`config.mk`:
```
export PLATFORM = sky130hd
export DESIGN_NAME = parallel_flash_command_sequencer
export DESIGN_NICKNAME = d
export VERILOG_FILES = /design/src/pfcs_pkg.sv /design/src/parallel_flash_command_sequencer.sv /design/src/pfcs_front.sv /design/src/pfcs_queue.sv /design/src/pfcs_back.sv
export SDC_FILE = /design/constraint.sdc
export NUM_CORES = 1
export LEC_CHECK = 0
export BUFFER_PORTS_ARGS = -buffer_cell sky130_fd_sc_hd__buf_2
export CAP_MARGIN = 5
export CORE_ASPECT_RATIO = 2
export CORE_MARGIN = 4
export CORE_UTILIZATION = 55
export CTS_CLUSTER_SIZE = 14
export DETAILED_ROUTE_END_ITERATION = 10
export PLACE_DENSITY = 0.75
export SETUP_SLACK_MARGIN = 0.2
export SLEW_MARGIN = 40
export SYNTH_ARGS = -nofsm -noshare
export SYNTH_HDL_FRONTEND = slang
export SYNTH_SLANG_ARGS = --single-unit
export TNS_END_PERCENT = 10
```
`constraint.sdc`:
```
create_clock -name clk -period 4.1 [get_ports clk]
set_clock_uncertainty 0.05 [all_clocks]
set_input_delay 0 -clock clk [delete_from_list [all_inputs] [get_ports clk]]
set_output_delay 0 -clock clk [all_outputs]
set_load 0.01 [all_outputs]
```
`src/pfcs_pkg.sv`:
```
// ----------------------------------------------------------------------------
// pfcs_pkg
// Shared types and constants of the parallel flash command sequencer.
// ----------------------------------------------------------------------------
`timescale 1ns / 1ps

package pfcs_pkg;

	localparam int WAIT_W = 28;
	localparam int STEP_W = 3;

	// command codes of an input beat
	localparam logic [2:0] CMD_READ         = 3'd0;
	localparam logic [2:0] CMD_PROGRAM      = 3'd1;
	localparam logic [2:0] CMD_SECTOR_ERASE = 3'd2;
	localparam logic [2:0] CMD_CHIP_ERASE   = 3'd3;
	localparam logic [2:0] CMD_READ_ID      = 3'd4;
	localparam logic [2:0] CMD_READ_VALUE   = 3'd5;

	// configuration register indexes
	localparam logic [2:0] REG_PROGRAM_WAIT = 3'd0;
	localparam logic [2:0] REG_SECTOR_WAIT  = 3'd1;
	localparam logic [2:0] REG_CHIP_WAIT    = 3'd2;
	localparam logic [2:0] REG_ID_WAIT      = 3'd3;
	localparam logic [2:0] REG_MAX_RETRIES  = 3'd4;

	localparam logic [WAIT_W-1:0] RST_PROGRAM_WAIT = 28'd20000;
	localparam logic [WAIT_W-1:0] RST_SECTOR_WAIT  = 28'd25000000;
	localparam logic [WAIT_W-1:0] RST_CHIP_WAIT    = 28'd100000000;
	localparam logic [WAIT_W-1:0] RST_ID_WAIT      = 28'd150;
	localparam logic [7:0]        RST_MAX_RETRIES  = 8'd16;

	// flash bus constants
	localparam logic [15:0] ADDR_UNLOCK1      = 16'h5555;
	localparam logic [15:0] ADDR_UNLOCK2      = 16'h2AAA;
	localparam logic [7:0]  BYTE_UNLOCK1      = 8'hAA;
	localparam logic [7:0]  BYTE_UNLOCK2      = 8'h55;
	localparam logic [7:0]  BYTE_PROGRAM      = 8'hA0;
	localparam logic [7:0]  BYTE_ERASE_SETUP  = 8'h80;
	localparam logic [7:0]  BYTE_CHIP_ERASE   = 8'h10;
	localparam logic [7:0]  BYTE_SECTOR_ERASE = 8'h30;
	localparam logic [7:0]  BYTE_ID_ENTER     = 8'h90;
	localparam logic [7:0]  BYTE_ID_EXIT      = 8'hF0;
	localparam logic [7:0]  BYTE_ERASED       = 8'hFF;

	typedef enum logic [1:0] {
		PH_IDLE,
		PH_READ,
		PH_VERIFY,
		PH_ID
	} phase_t;

	typedef enum logic [2:0] {
		JOB_READ,
		JOB_PROGRAM,
		JOB_SECTOR_ERASE,
		JOB_CHIP_ERASE,
		JOB_ID_ENTER,
		JOB_ID_EXIT,
		JOB_DONE
	} job_kind_t;

	typedef enum logic [1:0] {
		KIND_WRITE,
		KIND_READ,
		KIND_WAIT,
		KIND_DONE
	} beat_kind_t;

	typedef struct packed {
		job_kind_t   kind;
		logic [15:0] addr;
		logic [7:0]  data;
		logic        status;
	} job_t;

	typedef struct packed {
		logic [WAIT_W-1:0] program_wait;
		logic [WAIT_W-1:0] sector_wait;
		logic [WAIT_W-1:0] chip_wait;
		logic [WAIT_W-1:0] id_wait;
		logic [7:0]        max_retries;
	} cfg_t;

	typedef struct packed {
		beat_kind_t        kind;
		logic [15:0]       addr;
		logic [7:0]        data;
		logic              slow;
		logic [WAIT_W-1:0] wait_ns;
		logic              status;
		logic [7:0]        rdata;
		logic              last;
	} beat_t;

endpackage

```
`src/parallel_flash_command_sequencer.sv`:
```
// ----------------------------------------------------------------------------
// parallel_flash_command_sequencer
// Host-side JEDEC parallel flash command sequencer: turns commands into
// unlock writes, command bytes, timed waits, read cycles and done reports.
// ----------------------------------------------------------------------------
// channel  signals                          beat
// s_       s_tvalid s_tready s_tdata s_tuser  command or returned read byte
// m_       m_tvalid m_tready m_tdata m_tuser  bus cycle, wait or done report
//          m_tlast
// cfg_     cfg_valid cfg_ready cfg_index      register write
//          cfg_data
//
// An input beat is taken whenever the job queue has room; the back end
// then emits one output beat per cycle while m_tready does not stall it,
// 1 to 8 beats per command, paced by its step counter. Read values and
// commands that cause nothing are dropped on entry. Reset clears phase,
// queue and output; config registers return to their defaults. A stalled
// m_ channel backs up into the queue and then s_tready.
// ----------------------------------------------------------------------------
`timescale 1ns / 1ps

module parallel_flash_command_sequencer #(
	parameter int QUEUE_DEPTH = 2
) (
	input  logic        clk,
	input  logic        arst_n,
	input  logic        s_tvalid,
	output logic        s_tready,
	input  logic [31:0] s_tdata,   // address[15:0], write_data[23:16], bus_read_value[31:24]
	input  logic [2:0]  s_tuser,   // command[2:0]
	output logic        m_tvalid,
	input  logic        m_tready,
	output logic [63:0] m_tdata,   // bus_address[15:0], bus_data[23:16], slow_setup[24],
	                               // wait_ns[52:25], status[53], result_data[61:54], zero
	output logic [1:0]  m_tuser,   // kind[1:0]
	output logic        m_tlast,
	input  logic        cfg_valid,
	output logic        cfg_ready,
	input  logic [2:0]  cfg_index,
	input  logic [27:0] cfg_data
);
	import pfcs_pkg::*;

	cfg_t  cfg_q;
	job_t  push_job;
	job_t  head;
	beat_t beat;
	logic  in_accept;
	logic  job_push;
	logic  q_pop;
	logic  q_full;
	logic  q_empty;

	assign cfg_ready = 1'b1;

	always_ff @(posedge clk or negedge arst_n) begin
		if (!arst_n) begin
			cfg_q.program_wait <= RST_PROGRAM_WAIT;
			cfg_q.sector_wait  <= RST_SECTOR_WAIT;
			cfg_q.chip_wait    <= RST_CHIP_WAIT;
			cfg_q.id_wait      <= RST_ID_WAIT;
			cfg_q.max_retries  <= RST_MAX_RETRIES;
		end else if (cfg_valid && cfg_ready) begin
			unique case (cfg_index)
				REG_PROGRAM_WAIT: cfg_q.program_wait <= cfg_data;
				REG_SECTOR_WAIT:  cfg_q.sector_wait  <= cfg_data;
				REG_CHIP_WAIT:    cfg_q.chip_wait    <= cfg_data;
				REG_ID_WAIT:      cfg_q.id_wait      <= cfg_data;
				REG_MAX_RETRIES:  cfg_q.max_retries  <= cfg_data[7:0];
				default: begin
				end
			endcase
		end
	end

	assign s_tready  = !q_full;
	assign in_accept = s_tvalid && s_tready;

	pfcs_front u_front (
		.clk         (clk),
		.arst_n      (arst_n),
		.accept      (in_accept),
		.cmd         (s_tuser),
		.addr        (s_tdata[15:0]),
		.wdata       (s_tdata[23:16]),
		.rval        (s_tdata[31:24]),
		.max_retries (cfg_q.max_retries),
		.job_push    (job_push),
		.job         (push_job)
	);

	pfcs_queue #(
		.DEPTH (QUEUE_DEPTH)
	) u_queue (
		.clk      (clk),
		.arst_n   (arst_n),
		.push     (job_push),
		.push_job (push_job),
		.pop      (q_pop),
		.head     (head),
		.full     (q_full),
		.empty    (q_empty)
	);

	pfcs_back u_back (
		.clk       (clk),
		.arst_n    (arst_n),
		.head      (head),
		.empty     (q_empty),
		.cfg       (cfg_q),
		.pop       (q_pop),
		.out_valid (m_tvalid),
		.out_ready (m_tready),
		.out_beat  (beat)
	);

	assign m_tdata = {2'b00, beat.rdata, beat.status, beat.wait_ns, beat.slow,
		beat.data, beat.addr};
	assign m_tuser = beat.kind;
	assign m_tlast = beat.last;

`ifndef SYNTHESIS
	a_done_is_last: assert property (@(posedge clk) disable iff (!arst_n)
		m_tvalid && (beat.kind == KIND_DONE) |-> m_tlast)
		else $error("done report without last");

	a_slow_is_unlock: assert property (@(posedge clk) disable iff (!arst_n)
		m_tvalid && beat.slow |-> (beat.kind == KIND_WRITE) &&
			(beat.addr == ADDR_UNLOCK1) && (beat.data == BYTE_UNLOCK1))
		else $error("slow setup on a beat other than the first unlock write");

	a_pop_has_job: assert property (@(posedge clk) disable iff (!arst_n)
		q_pop |-> !q_empty)
		else $error("job retired from an empty queue");

	a_last_retires: assert property (@(posedge clk) disable iff (!arst_n)
		q_pop |=> m_tvalid && m_tlast)
		else $error("job retired without its last beat loaded");
`endif

endmodule

```
`src/pfcs_front.sv`:
```
// ----------------------------------------------------------------------------
// pfcs_front
// Accepts command beats, tracks the pending read phase and queues at most one job per beat.
// ----------------------------------------------------------------------------
`timescale 1ns / 1ps

module pfcs_front (
	input  logic            clk,
	input  logic            arst_n,
	input  logic            accept,
	input  logic [2:0]      cmd,
	input  logic [15:0]     addr,
	input  logic [7:0]      wdata,
	input  logic [7:0]      rval,
	input  logic [7:0]      max_retries,
	output logic            job_push,
	output pfcs_pkg::job_t  job
);
	import pfcs_pkg::*;

	phase_t      phase_q, phase_d;
	logic [15:0] held_addr_q, held_addr_d;
	logic [7:0]  held_data_q, held_data_d;
	logic [7:0]  attempts_q, attempts_d;

	logic verify_ok;
	logic retry_ok;

	assign verify_ok = (rval == held_data_q);
	assign retry_ok  = (attempts_q < max_retries);

	always_ff @(posedge clk or negedge arst_n) begin
		if (!arst_n) begin
			phase_q     <= PH_IDLE;
			held_addr_q <= '0;
			held_data_q <= '0;
			attempts_q  <= '0;
		end else begin
			phase_q     <= phase_d;
			held_addr_q <= held_addr_d;
			held_data_q <= held_data_d;
			attempts_q  <= attempts_d;
		end
	end

	// next state
	always_comb begin
		phase_d     = phase_q;
		held_addr_d = held_addr_q;
		held_data_d = held_data_q;
		attempts_d  = attempts_q;
		if (accept) begin
			if (cmd == CMD_READ_VALUE) begin
				unique case (phase_q)
					PH_READ: begin
						phase_d = PH_IDLE;
					end
					PH_VERIFY: begin
						if (verify_ok) begin
							phase_d = PH_IDLE;
						end else if (retry_ok) begin
							attempts_d = attempts_q + 8'd1;
						end else begin
							phase_d = PH_IDLE;
						end
					end
					PH_ID: begin
						phase_d = PH_IDLE;
					end
					default: begin
					end
				endcase
			end else if (phase_q == PH_IDLE) begin
				unique case (cmd) inside
					CMD_READ: begin
						held_addr_d = addr;
						phase_d     = PH_READ;
					end
					CMD_PROGRAM: begin
						if (wdata != BYTE_ERASED) begin
							held_addr_d = addr;
							held_data_d = wdata;
							attempts_d  = '0;
							phase_d     = PH_VERIFY;
						end
					end
					CMD_READ_ID: begin
						held_addr_d = {8'h00, addr[7:0]};
						phase_d     = PH_ID;
					end
					CMD_SECTOR_ERASE, CMD_CHIP_ERASE: begin
					end
					default: begin
					end
				endcase
			end
		end
	end

	// job for the back end
	always_comb begin
		job_push = 1'b0;
		job      = '0;
		if (accept) begin
			if (cmd == CMD_READ_VALUE) begin
				unique case (phase_q)
					PH_READ: begin
						job_push = 1'b1;
						job.kind = JOB_DONE;
						job.data = rval;
					end
					PH_VERIFY: begin
						job_push = 1'b1;
						if (verify_ok) begin
							job.kind = JOB_DONE;
							job.data = rval;
						end else if (retry_ok) begin
							job.kind = JOB_PROGRAM;
							job.addr = held_addr_q;
							job.data = held_data_q;
						end else begin
							job.kind   = JOB_DONE;
							job.data   = rval;
							job.status = 1'b1;
						end
					end
					PH_ID: begin
						job_push = 1'b1;
						job.kind = JOB_ID_EXIT;
						job.data = rval;
					end
					default: begin
					end
				endcase
			end else if (phase_q == PH_IDLE) begin
				unique case (cmd) inside
					CMD_READ: begin
						job_push = 1'b1;
						job.kind = JOB_READ;
						job.addr = addr;
					end
					CMD_PROGRAM: begin
						job_push = 1'b1;
						if (wdata == BYTE_ERASED) begin
							job.kind = JOB_DONE;
							job.data = BYTE_ERASED;
						end else begin
							job.kind = JOB_PROGRAM;
							job.addr = addr;
							job.data = wdata;
						end
					end
					CMD_SECTOR_ERASE: begin
						job_push = 1'b1;
						job.kind = JOB_SECTOR_ERASE;
						job.addr = addr;
					end
					CMD_CHIP_ERASE: begin
						job_push = 1'b1;
						job.kind = JOB_CHIP_ERASE;
					end
					CMD_READ_ID: begin
						job_push = 1'b1;
						job.kind = JOB_ID_ENTER;
						job.addr = {8'h00, addr[7:0]};
					end
					default: begin
					end
				endcase
			end
		end
	end

endmodule

```
`src/pfcs_queue.sv`:
```
// ----------------------------------------------------------------------------
// pfcs_queue
// Small job queue between the front and back ends.
// ----------------------------------------------------------------------------
`timescale 1ns / 1ps

module pfcs_queue #(
	parameter int DEPTH = 2
) (
	input  logic            clk,
	input  logic            arst_n,
	input  logic            push,
	input  pfcs_pkg::job_t  push_job,
	input  logic            pop,
	output pfcs_pkg::job_t  head,
	output logic            full,
	output logic            empty
);
	import pfcs_pkg::*;

	localparam int PTR_W = (DEPTH > 1) ? $clog2(DEPTH) : 1;
	localparam int CNT_W = $clog2(DEPTH + 1);

	job_t             slots_q [DEPTH];
	logic [PTR_W-1:0] wr_ptr_q;
	logic [PTR_W-1:0] rd_ptr_q;
	logic [CNT_W-1:0] count_q;

	logic do_push;
	logic do_pop;

	assign full    = (count_q == CNT_W'(DEPTH));
	assign empty   = (count_q == '0);
	assign do_push = push && !full;
	assign do_pop  = pop && !empty;
	assign head    = slots_q[rd_ptr_q];

	function automatic logic [PTR_W-1:0] next_ptr(input logic [PTR_W-1:0] p);
		logic [PTR_W-1:0] n;
		if (p == PTR_W'(DEPTH - 1)) begin
			n = '0;
		end else begin
			n = p + PTR_W'(1);
		end
		return n;
	endfunction

	always_ff @(posedge clk) begin
		if (do_push) begin
			slots_q[wr_ptr_q] <= push_job;
		end
	end

	always_ff @(posedge clk or negedge arst_n) begin
		if (!arst_n) begin
			wr_ptr_q <= '0;
			rd_ptr_q <= '0;
			count_q  <= '0;
		end else begin
			if (do_push) begin
				wr_ptr_q <= next_ptr(wr_ptr_q);
			end
			if (do_pop) begin
				rd_ptr_q <= next_ptr(rd_ptr_q);
			end
			if (do_push && !do_pop) begin
				count_q <= count_q + CNT_W'(1);
			end else if (do_pop && !do_push) begin
				count_q <= count_q - CNT_W'(1);
			end
		end
	end

endmodule

```
`src/pfcs_back.sv`:
```
// ----------------------------------------------------------------------------
// pfcs_back
// Expands the job at the queue head into bus-cycle, wait and done beats, one per cycle while out_ready allows.
// ----------------------------------------------------------------------------
`timescale 1ns / 1ps

module pfcs_back (
	input  logic            clk,
	input  logic            arst_n,
	input  pfcs_pkg::job_t  head,
	input  logic            empty,
	input  pfcs_pkg::cfg_t  cfg,
	output logic            pop,
	output logic            out_valid,
	input  logic            out_ready,
	output pfcs_pkg::beat_t out_beat
);
	import pfcs_pkg::*;

	logic [STEP_W-1:0] step_q;
	logic              out_valid_q;
	beat_t             out_beat_q;
	beat_t             beat;
	logic              load;
	logic              is_erase;
	logic [7:0]        cmd_byte;

	assign is_erase = (head.kind == JOB_SECTOR_ERASE) || (head.kind == JOB_CHIP_ERASE);

	always_comb begin
		unique case (head.kind) inside
			JOB_PROGRAM:                       cmd_byte = BYTE_PROGRAM;
			JOB_SECTOR_ERASE, JOB_CHIP_ERASE:  cmd_byte = BYTE_ERASE_SETUP;
			JOB_ID_ENTER:                      cmd_byte = BYTE_ID_ENTER;
			JOB_ID_EXIT:                       cmd_byte = BYTE_ID_EXIT;
			default:                           cmd_byte = '0;
		endcase
	end

	always_comb begin
		beat = '0;
		if (head.kind == JOB_READ) begin
			beat.kind = KIND_READ;
			beat.addr = head.addr;
			beat.last = 1'b1;
		end else if (head.kind == JOB_DONE) begin
			beat.kind   = KIND_DONE;
			beat.status = head.status;
			beat.rdata  = head.data;
			beat.last   = 1'b1;
		end else if (step_q < STEP_W'(3)) begin
			// unlock pair and command byte
			beat.kind = KIND_WRITE;
			case (step_q)
				STEP_W'(0): begin
					beat.addr = ADDR_UNLOCK1;
					beat.data = BYTE_UNLOCK1;
					beat.slow = is_erase;
				end
				STEP_W'(1): begin
					beat.addr = ADDR_UNLOCK2;
					beat.data = BYTE_UNLOCK2;
				end
				default: begin
					beat.addr = ADDR_UNLOCK1;
					beat.data = cmd_byte;
				end
			endcase
		end else begin
			unique case (head.kind) inside
				JOB_PROGRAM: begin
					case (step_q)
						STEP_W'(3): begin
							beat.kind = KIND_WRITE;
							beat.addr = head.addr;
							beat.data = head.data;
						end
						STEP_W'(4): begin
							beat.kind    = KIND_WAIT;
							beat.wait_ns = cfg.program_wait;
						end
						default: begin
							beat.kind = KIND_READ;
							beat.addr = head.addr;
							beat.last = 1'b1;
						end
					endcase
				end
				JOB_SECTOR_ERASE, JOB_CHIP_ERASE: begin
					case (step_q)
						STEP_W'(3): begin
							beat.kind = KIND_WRITE;
							beat.addr = ADDR_UNLOCK1;
							beat.data = BYTE_UNLOCK1;
						end
						STEP_W'(4): begin
							beat.kind = KIND_WRITE;
							beat.addr = ADDR_UNLOCK2;
							beat.data = BYTE_UNLOCK2;
						end
						STEP_W'(5): begin
							beat.kind = KIND_WRITE;
							if (head.kind == JOB_SECTOR_ERASE) begin
								beat.addr = head.addr;
								beat.data = BYTE_SECTOR_ERASE;
							end else begin
								beat.addr = ADDR_UNLOCK1;
								beat.data = BYTE_CHIP_ERASE;
							end
						end
						STEP_W'(6): begin
							beat.kind    = KIND_WAIT;
							beat.wait_ns = (head.kind == JOB_SECTOR_ERASE) ?
								cfg.sector_wait : cfg.chip_wait;
						end
						default: begin
							beat.kind = KIND_DONE;
							beat.last = 1'b1;
						end
					endcase
				end
				JOB_ID_ENTER, JOB_ID_EXIT: begin
					if (step_q == STEP_W'(3)) begin
						beat.kind    = KIND_WAIT;
						beat.wait_ns = cfg.id_wait;
					end else if (head.kind == JOB_ID_ENTER) begin
						beat.kind = KIND_READ;
						beat.addr = head.addr;
						beat.last = 1'b1;
					end else begin
						beat.kind  = KIND_DONE;
						beat.rdata = head.data;
						beat.last  = 1'b1;
					end
				end
				default: begin
					beat.last = 1'b1;
				end
			endcase
		end
	end

	assign load = !out_valid_q || out_ready;
	assign pop  = load && !empty && beat.last;

	always_ff @(posedge clk or negedge arst_n) begin
		if (!arst_n) begin
			out_valid_q <= 1'b0;
			step_q      <= '0;
		end else if (load) begin
			out_valid_q <= !empty;
			if (!empty) begin
				step_q <= beat.last ? '0 : step_q + STEP_W'(1);
			end
		end
	end

	always_ff @(posedge clk) begin
		if (load && !empty) begin
			out_beat_q <= beat;
		end
	end

	assign out_valid = out_valid_q;
	assign out_beat  = out_beat_q;

endmodule
```
==> key figures, run 1 <==
STA
  • Max-slew violation count: 0
  • RSZ-0062 raised after global routing: false
  • Fin. Hold Viols: 0
  • Min Tclk post-route: approximately 3.0 ns
  • Tcrit/Tclk final: approximately 72%
  • Final setup fails: 0
  • Achievable Freq: ~0.34 GHz
  • Setup WS post-layout: about 1.1 ns
  • Final setup TNS: 0 ns
  • Least-Margin Pin Slew: approximately 0.9 ns
  • Slew headroom: about two fifths

Worst setup path
  • Reg2reg end: u_back.out_beat[58]
  • R2R Setup Slk: approximately 1.1 ns
  • Critical Path Source Type: flip-flop
  • CP arrival: ~3.2 ns
  • Crit path required time: between 4 and 5 ns
  • Reg2Reg Depth: 6
  • Crit. End Element: flip-flop
  • RR Startpoint: u_queue.rd_ptr_q
  • Setup CP Type: flip-flop to flip-flop
  • Worst Path Max Fanout: 15

Layout
  • Seq. cell area: 0.00773 mm²
  • Util after Layout: between 60% and 70%
  • Area Overhead vs Synth: 19.1%
  • Share of layout cells above drive strength 1: ~28%
  • Finished layout cell area: roughly 0.016 mm²
  • Nets: between 1000 and 1500
  • Area of the multi-input gates: about 0.005 mm²
  • Filler Cells Inserted: 1743

Yosys
  • Synth Flop Type: dfrtp_1
  • Proportion of synthesized area in mux cells: about an eighth
  • Cell count after synthesis: 1108
  • Syn. warnings: 0
  • Xor/xnor share of the synthesized area: 0.937%
  • EDFF count, synth: ~120
  • Async set-reset flop share out of synthesis: about 57%
  • Synth Area in Adders: around 1.3%
  • Synth Area per Inst: 11.8 µm²
  • Area contributors post-synth: edfxtp_1, dfrtp_1, mux2_2
  • Simple-Gate Fraction of Synth Area: 11.5%
  • Register bit total from synthesis: ~280
  • Sequential area share after synthesis: roughly 60%
  • Area share of the largest cell type after synthesis: 27.8%
  • Dominant cell type by area after synthesis: edfxtp_1
  • Post-synthesis compound-gate area fraction: between 10% and 20%
  • Post-Syn Area: roughly 0.013 mm²
  • Combinational family with the most area after synthesis: multiplexers
  • Synth top cells by count: nand2_1, dfrtp_1, mux2_2, edfxtp_1, nor2_1
  • Most common cell in the netlist: nand2_1
  • Library cells used by synthesis: 69

Floorplan
  • Core Rows: 79
  • Initial core utilization: between 50 and 60%
  • Die Y: around 230 µm
  • Core area: 0.0233 mm²
  • Boundary Pins: 141
  • Chip width: 117 µm
  • Die area: 0.0265 mm²

Routing
  • DRT iter0 DRCs: about 820
  • Drt first pass iters: 6
  • WL final: 31900 µm
  • Vias per cell: between 6 and 7
  • Routed vias: between 9000 and 10000
  • Post-DRT Antenna Nets: 0
  • WL/cell: between 15 and 20 µm
  • DRC errors left: 0

Global routing
  • GR Util met1: between 20 and 30%
  • Initial antenna violation count: 1
  • Number of global-route vias before repair: between 9000 and 10000
  • Total global routing overflow: 0
  • Largest net degree at the start of global routing: a little under 90
  • Met3 usage: around 2.5%
  • GRT met2 Usage: between 40% and 50%
  • GR peak layer: met2
  • First-pass GRT wire length: between 50000 and 60000 µm
  • GRT Util Overall: between 20% and 30%

Clock network
  • Postcts setup bufs: 0
  • Clock transition at path regs: 0.07 ns
  • CTS max path bufs: 3
  • Clock root buffer: clkbuf_16
  • Cts repair resizes: 0
  • Skew-Pair Late Insertion Delay: between 0.5 and 0.6 ns
  • CTS tree: done
  • H-tree depth: 1
  • CTS buffer count: 25
  • Num Clock Sinks: 283

Placed design
  • Placed cell areas: around 0.014 mm²
  • Detailed placer's ending HPWL: around 22000 µm
  • Routability cong.: 0.906
  • PortBufs: 137
  • Setup WS pre-CTS: approximately 1.2 ns

Pwr
  • P_leak: 6.52 nW
  • PwrDens: 613 mW/mm²
  • Final Power: around 0.0096 W
  • VDD IR max: around 390 µV

Outcome
  • Outcome: complete, no violations

Flow run
  • # Max-Cap Violations: 0

Min path
  • Hold Crit Class: input port to asynchronous set/reset pin
## critical path, stage by stage (launching register included)
cell and delay, ns:
dfrtp_1 0.35, buf_4 0.27, mux2i_1 0.64, o211ai_1 0.22, o21ai_0 0.67, nand3_1 0.39
o31ai_1 0.18
## registers in the layout, indices dropped and copies added, names as in the netlist
register and cells:
cfg_q 120, u_front.held_addr_q 16, u_queue.slots_q 56, u_queue.wr_ptr_q 1, u_queue.count_q 2, u_queue.rd_ptr_q 1, u_back.step_q 3, u_front.attempts_q 8
u_back.out_beat 65, u_front.held_data_q 8, u_back.out_valid 1, u_front.phase_q 2
## area by class of cell
cell class,instances,share of cell area [%]
Multi-Input combinational cell,735,32.1
Clock inverter,3,0.257
Tap cell,283,2.27
Sequential cell,283,49.6
Clock buffer,42,4.75
Inverter,19,0.457
Antenna cell,1,0.0160
Timing Repair Buffer,234,10.5
## cell usage in the layout, fill, tap and decap left out, types with 11 or more instances in the layout
master / n
a31oi_1: 20
nor3_1: 13
o31ai_1: 17
inv_1: 16
o22ai_1: 11
a21oi_1: 41
nand2_1: 182
clkbuf_16: 26
nand3_1: 12
dfstp_2: 34
clkbuf_1: 13
xor2_1: 12
buf_4: 19
mux2i_1: 31
edfxtp_1: 121
a222oi_1: 28
nor2_1: 70
buf_2: 136
dlygate4sd3_1: 75
dfrtp_1: 127
mux2_2: 125
nand4_1: 18
ha_1: 14
o21ai_0: 40
## routing by layer
metal  up-vias  routed length [µm]
met5         -                   0
met4         0                1220
met3        80                1400
met2       344               17900
met1      4737               11400
li1       4448                   -
## report_power, final
group          leakage, nW  internal (W)  switching [W]
logic                 3.05       0.00114        0.00173
registers             3.09       0.00393       0.000479
clock network        0.379       0.00129       0.000984
total                 6.52       0.00636        0.00320
## worst max path at each step
stage                                   from                      to  cells past startpoint
after global routing        u_queue.rd_ptr_q     u_back.out_beat[52]                      6
after floorplan           u_front.phase_q[0]   u_queue.slots_q[0][0]                      5
after CTS                   u_queue.rd_ptr_q     u_back.out_beat[19]                      7
after detailed placement    u_queue.rd_ptr_q     u_back.out_beat[30]                      7
after global placement    u_front.phase_q[0]  u_queue.slots_q[1][11]                      6
final                       u_queue.rd_ptr_q     u_back.out_beat[58]                      6
## kinds of logic (layout without fill, tap and decap cells)
kind of cell,count (synthesis),in the layout
compound gates,205,205
flops,283,283
simple gates,341,341
other cells,2,4
fa+ha+maj,14,14
buf+inv,91,298
xor+xnor,14,14
mux,158,158
## repair_timing
action / in CTS / in global routing
hold endpoints to repair: 281 / 0
setup endpoints to repair: 0 / 0
hold buffers: 75 / 0
## through the flow
stage | hold WS [ns] | std cells
2_1_floorplan | -0.346 | 1109
3_3_place_gp | 0.0526 | 1476
3_5_place_dp | 0.0628 | 1479
4_1_cts | 0.0722 | 1599
5_1_grt | 0.112 | 1600
6_report | 0.0434 | 1600
No activity file was read; power rests on OpenSTA's default activity.
==> inputs of run 2 (changes only) <==
==> constraint.sdc (replaced) <==
create_clock -name clk -period 2.9 [get_ports clk]
set_clock_uncertainty 0.05 [all_clocks]
set_input_delay 0 -clock clk [delete_from_list [all_inputs] [get_ports clk]]
set_output_delay 0 -clock clk [all_outputs]
set_load 0.01 [all_outputs]
==> run 2 against run 1 <==
Effect of this change:
- register-to-register slack got worse by 0.83 ns
- via count increased by 1.6%
- sequential power increased by 40%
- combinational power increased by 54%
- critical path type unchanged
- largest power group unchanged
- largest cell class unchanged
- power increased by 47%
- first-iteration DRC count decreased by 8.6%
- worst hold slack improved by 0.0020 ns
- setup slack got worse by 0.83 ns
- critical path depth increased by 2
==> key figures, run 2 (same netlist as run 1, synthesis figures left out) <==
Floorplan
  • Core Rows: between 70 and 80
  • Chip width: about 120 µm
  • Initial core utilization: between 50% and 60%
  • Core area: 0.0233 mm²
  • Die Y: around 230 µm
  • Boundary Pins: around 140
  • Die area: 0.0265 mm²

Pwr
  • PwrDens: a little under 900 mW/mm²
  • Seq pwr share: between 40% and 50%
  • Combinational share of power: roughly a third
  • Pint: 0.00942 W
  • Sw Ratio: 33.1%
  • Net Switching: 0.00466 W
  • VDD IR max: roughly 620 µV
  • P_leak: ~6.7 nW
  • Clock network fraction of total power: 24.9%

Placed design
  • Detailed placer's ending HPWL: ~22000 µm
  • Placed cell areas: between 0.01 and 0.015 mm²
  • PortBufs: ~140
  • Routability cong.: around 0.94
  • Setup WS pre-CTS: between 0.2 and 0.3 ns

Routing
  • DRT iter0 DRCs: around 750
  • Routed vias: between 9000 and 10000
  • Met2 wire length: ~18000 µm
  • Routed wl met3: roughly 1300 µm
  • WL/cell: 19.8 µm
  • WL final: 32500 µm
  • Vias per cell: slightly below 6
  • Top layer in use: met4
  • Post-DRT Antenna Nets: 0
  • DRC errors left: 0
  • Drt first pass iters: 6
  • Metal-1 WL: between 10000 and 15000 µm

Global routing
  • Largest net degree at the start of global routing: 130
  • GRT Util Overall: between 20% and 30%
  • First-pass GRT wire length: 51300 µm
  • Initial antenna violation count: 2
  • Total global routing overflow: 0
  • Number of global-route vias before repair: a little under 10000

STA
  • RSZ-0062 raised after global routing: true
  • Setup WS post-layout: about 0.31 ns
  • Final setup fails: 0
  • Min Tclk post-route: around 2.6 ns
  • Least-Margin Pin Slew: 0.819 ns
  • Tcrit/Tclk final: 89.2%
  • Fin. Hold Viols: 0
  • Slew headroom: approximately 45%
  • Final setup TNS: 0 ns
  • Max-slew violation count: 0
  • Achievable Freq: roughly 0.39 GHz

Layout
  • Number of flip-flops in the largest register: between 100 and 150
  • Finished layout cell area: around 0.016 mm²
  • Commonest cells after routing, fill and taps aside: nand2_1, buf_2, dfrtp_1
  • Share of layout cells above drive strength 1: 29.5%
  • Util after Layout: 68.6%
  • Top reg by flops: cfg_q
  • Nets: about 1400
  • Filler Cells Inserted: between 1500 and 2000
  • Area Overhead vs Synth: 22.2%
  • Leading cell type in the layout, fill and taps excluded: nand2_1

Clock network
  • CTS tree: done
  • Num Clock Sinks: 283
  • Clock root buffer: clkbuf_16
  • Skew-Pair Late Insertion Delay: between 0.5 and 0.6 ns
  • CTS buffer count: 26
  • CTS max path bufs: 3
  • Clock transition at path regs: ~0.06 ns
  • H-tree depth: 1

Worst setup path
  • CP arrival: about 3.0 ns
  • Setup CP Type: flip-flop to flip-flop
  • Crit path required time: 3.31 ns
  • Critical Path Source Type: flip-flop
  • Worst Path Max Fanout: 24
  • Crit. End Element: flip-flop

Outcome
  • Outcome: complete, no violations

Min path
  • Hold Crit Class: input port to flip-flop

Flow run
  • # Max-Cap Violations: 0
-- run 2: cell types whose count changed in the layout (fill, tap and decap cells not counted), moves of 2 or more --
cell,change
buf_4,+26
dlygate4sd3_1,+7
buf_12,+4
clkbuf_16,+3
clkbuf_8,-2
clkinv_2,-2
nor3_1,-2
nor3_2,+2
-- run 2: what timing repair did --
action                                  4_1_cts  5_1_grt
buffers inserted                              0        1
endpoints found under the setup margin        0        9
hold buffers                                 83        0
gates resized for setup                       0        4
hold endpoints to repair                    323        0
-- run 2: worst paths after layout --
path / start / end / slack (ns) / depth (start not counted)
min in group asynchronous: arst_n / u_front.held_data_q[6] / 0.46 / 4
hold reg to reg: u_front.held_addr_q[15] / u_front.held_addr_q[15] / 0.44 / 2
setup / recovery: u_front.attempts_q[2] / u_front.phase_q[0] / 0.31 / 8
max in group asynchronous: arst_n / cfg_q[118] / 1.59 / 4
setup reg to reg: u_front.attempts_q[2] / u_front.phase_q[0] / 0.31 / 8
hold / removal: s_tvalid / u_front.attempts_q[1] / 0.05 / 6
-- run 2: power by group through the flow --
stage               logic, W  registers, W  clock network [W]
floorplan            0.00258       0.00624                  0
detailed placement   0.00426       0.00622                  0
global route         0.00486       0.00625            0.00374
CTS                  0.00439       0.00615            0.00357
global placement     0.00419       0.00618                  0
finish               0.00441       0.00616            0.00351
-- run 2: final cells by class --
cell class | count | area (µm²) | share of cell area [%]
diodes | 2 | 5.00 | 0.0313
inverters | 19 | 71.3 | 0.446
clock inverters | 4 | 76.3 | 0.477
well taps | 283 | 354 | 2.21
clock buffers | 44 | 802 | 5.01
repair buffers | 269 | 1940 | 12.1
multi-input cells | 735 | 5010 | 31.3
flip-flops and latches | 283 | 7730 | 48.3
-- run 2: worst max-delay path, cell delays in order (launching register included) --
cell           delay [ns]
dfrtp_1              0.43
ha_1                 0.31
a211o_1              0.25
a31oi_1              0.18
o311a_1              0.17
buf_4                0.27
o21ai_0              0.14
o22ai_1              0.12
dlygate4sd3_1        0.57
-- run 2: stage by stage --
| stage | instances | hold slack (ns) | power [W] |
|---|---|---|---|
| floorplan | 1109 | -0.346 | 0.00882 |
| global placement | 1504 | -0.132 | 0.0104 |
| detailed placement | 1504 | -0.134 | 0.0105 |
| CTS | 1635 | 0.0266 | 0.0141 |
| global route | 1639 | 0.0871 | 0.0148 |
| finish | 1639 | 0.0454 | 0.0141 |
-- run 2: per-layer routing --
layer	global-route usage, %	vias up
met2	47.3	336
met4	10.5	0
li1	-	4525
met1	26.7	4819
met5	0	-
met3	2.82	86
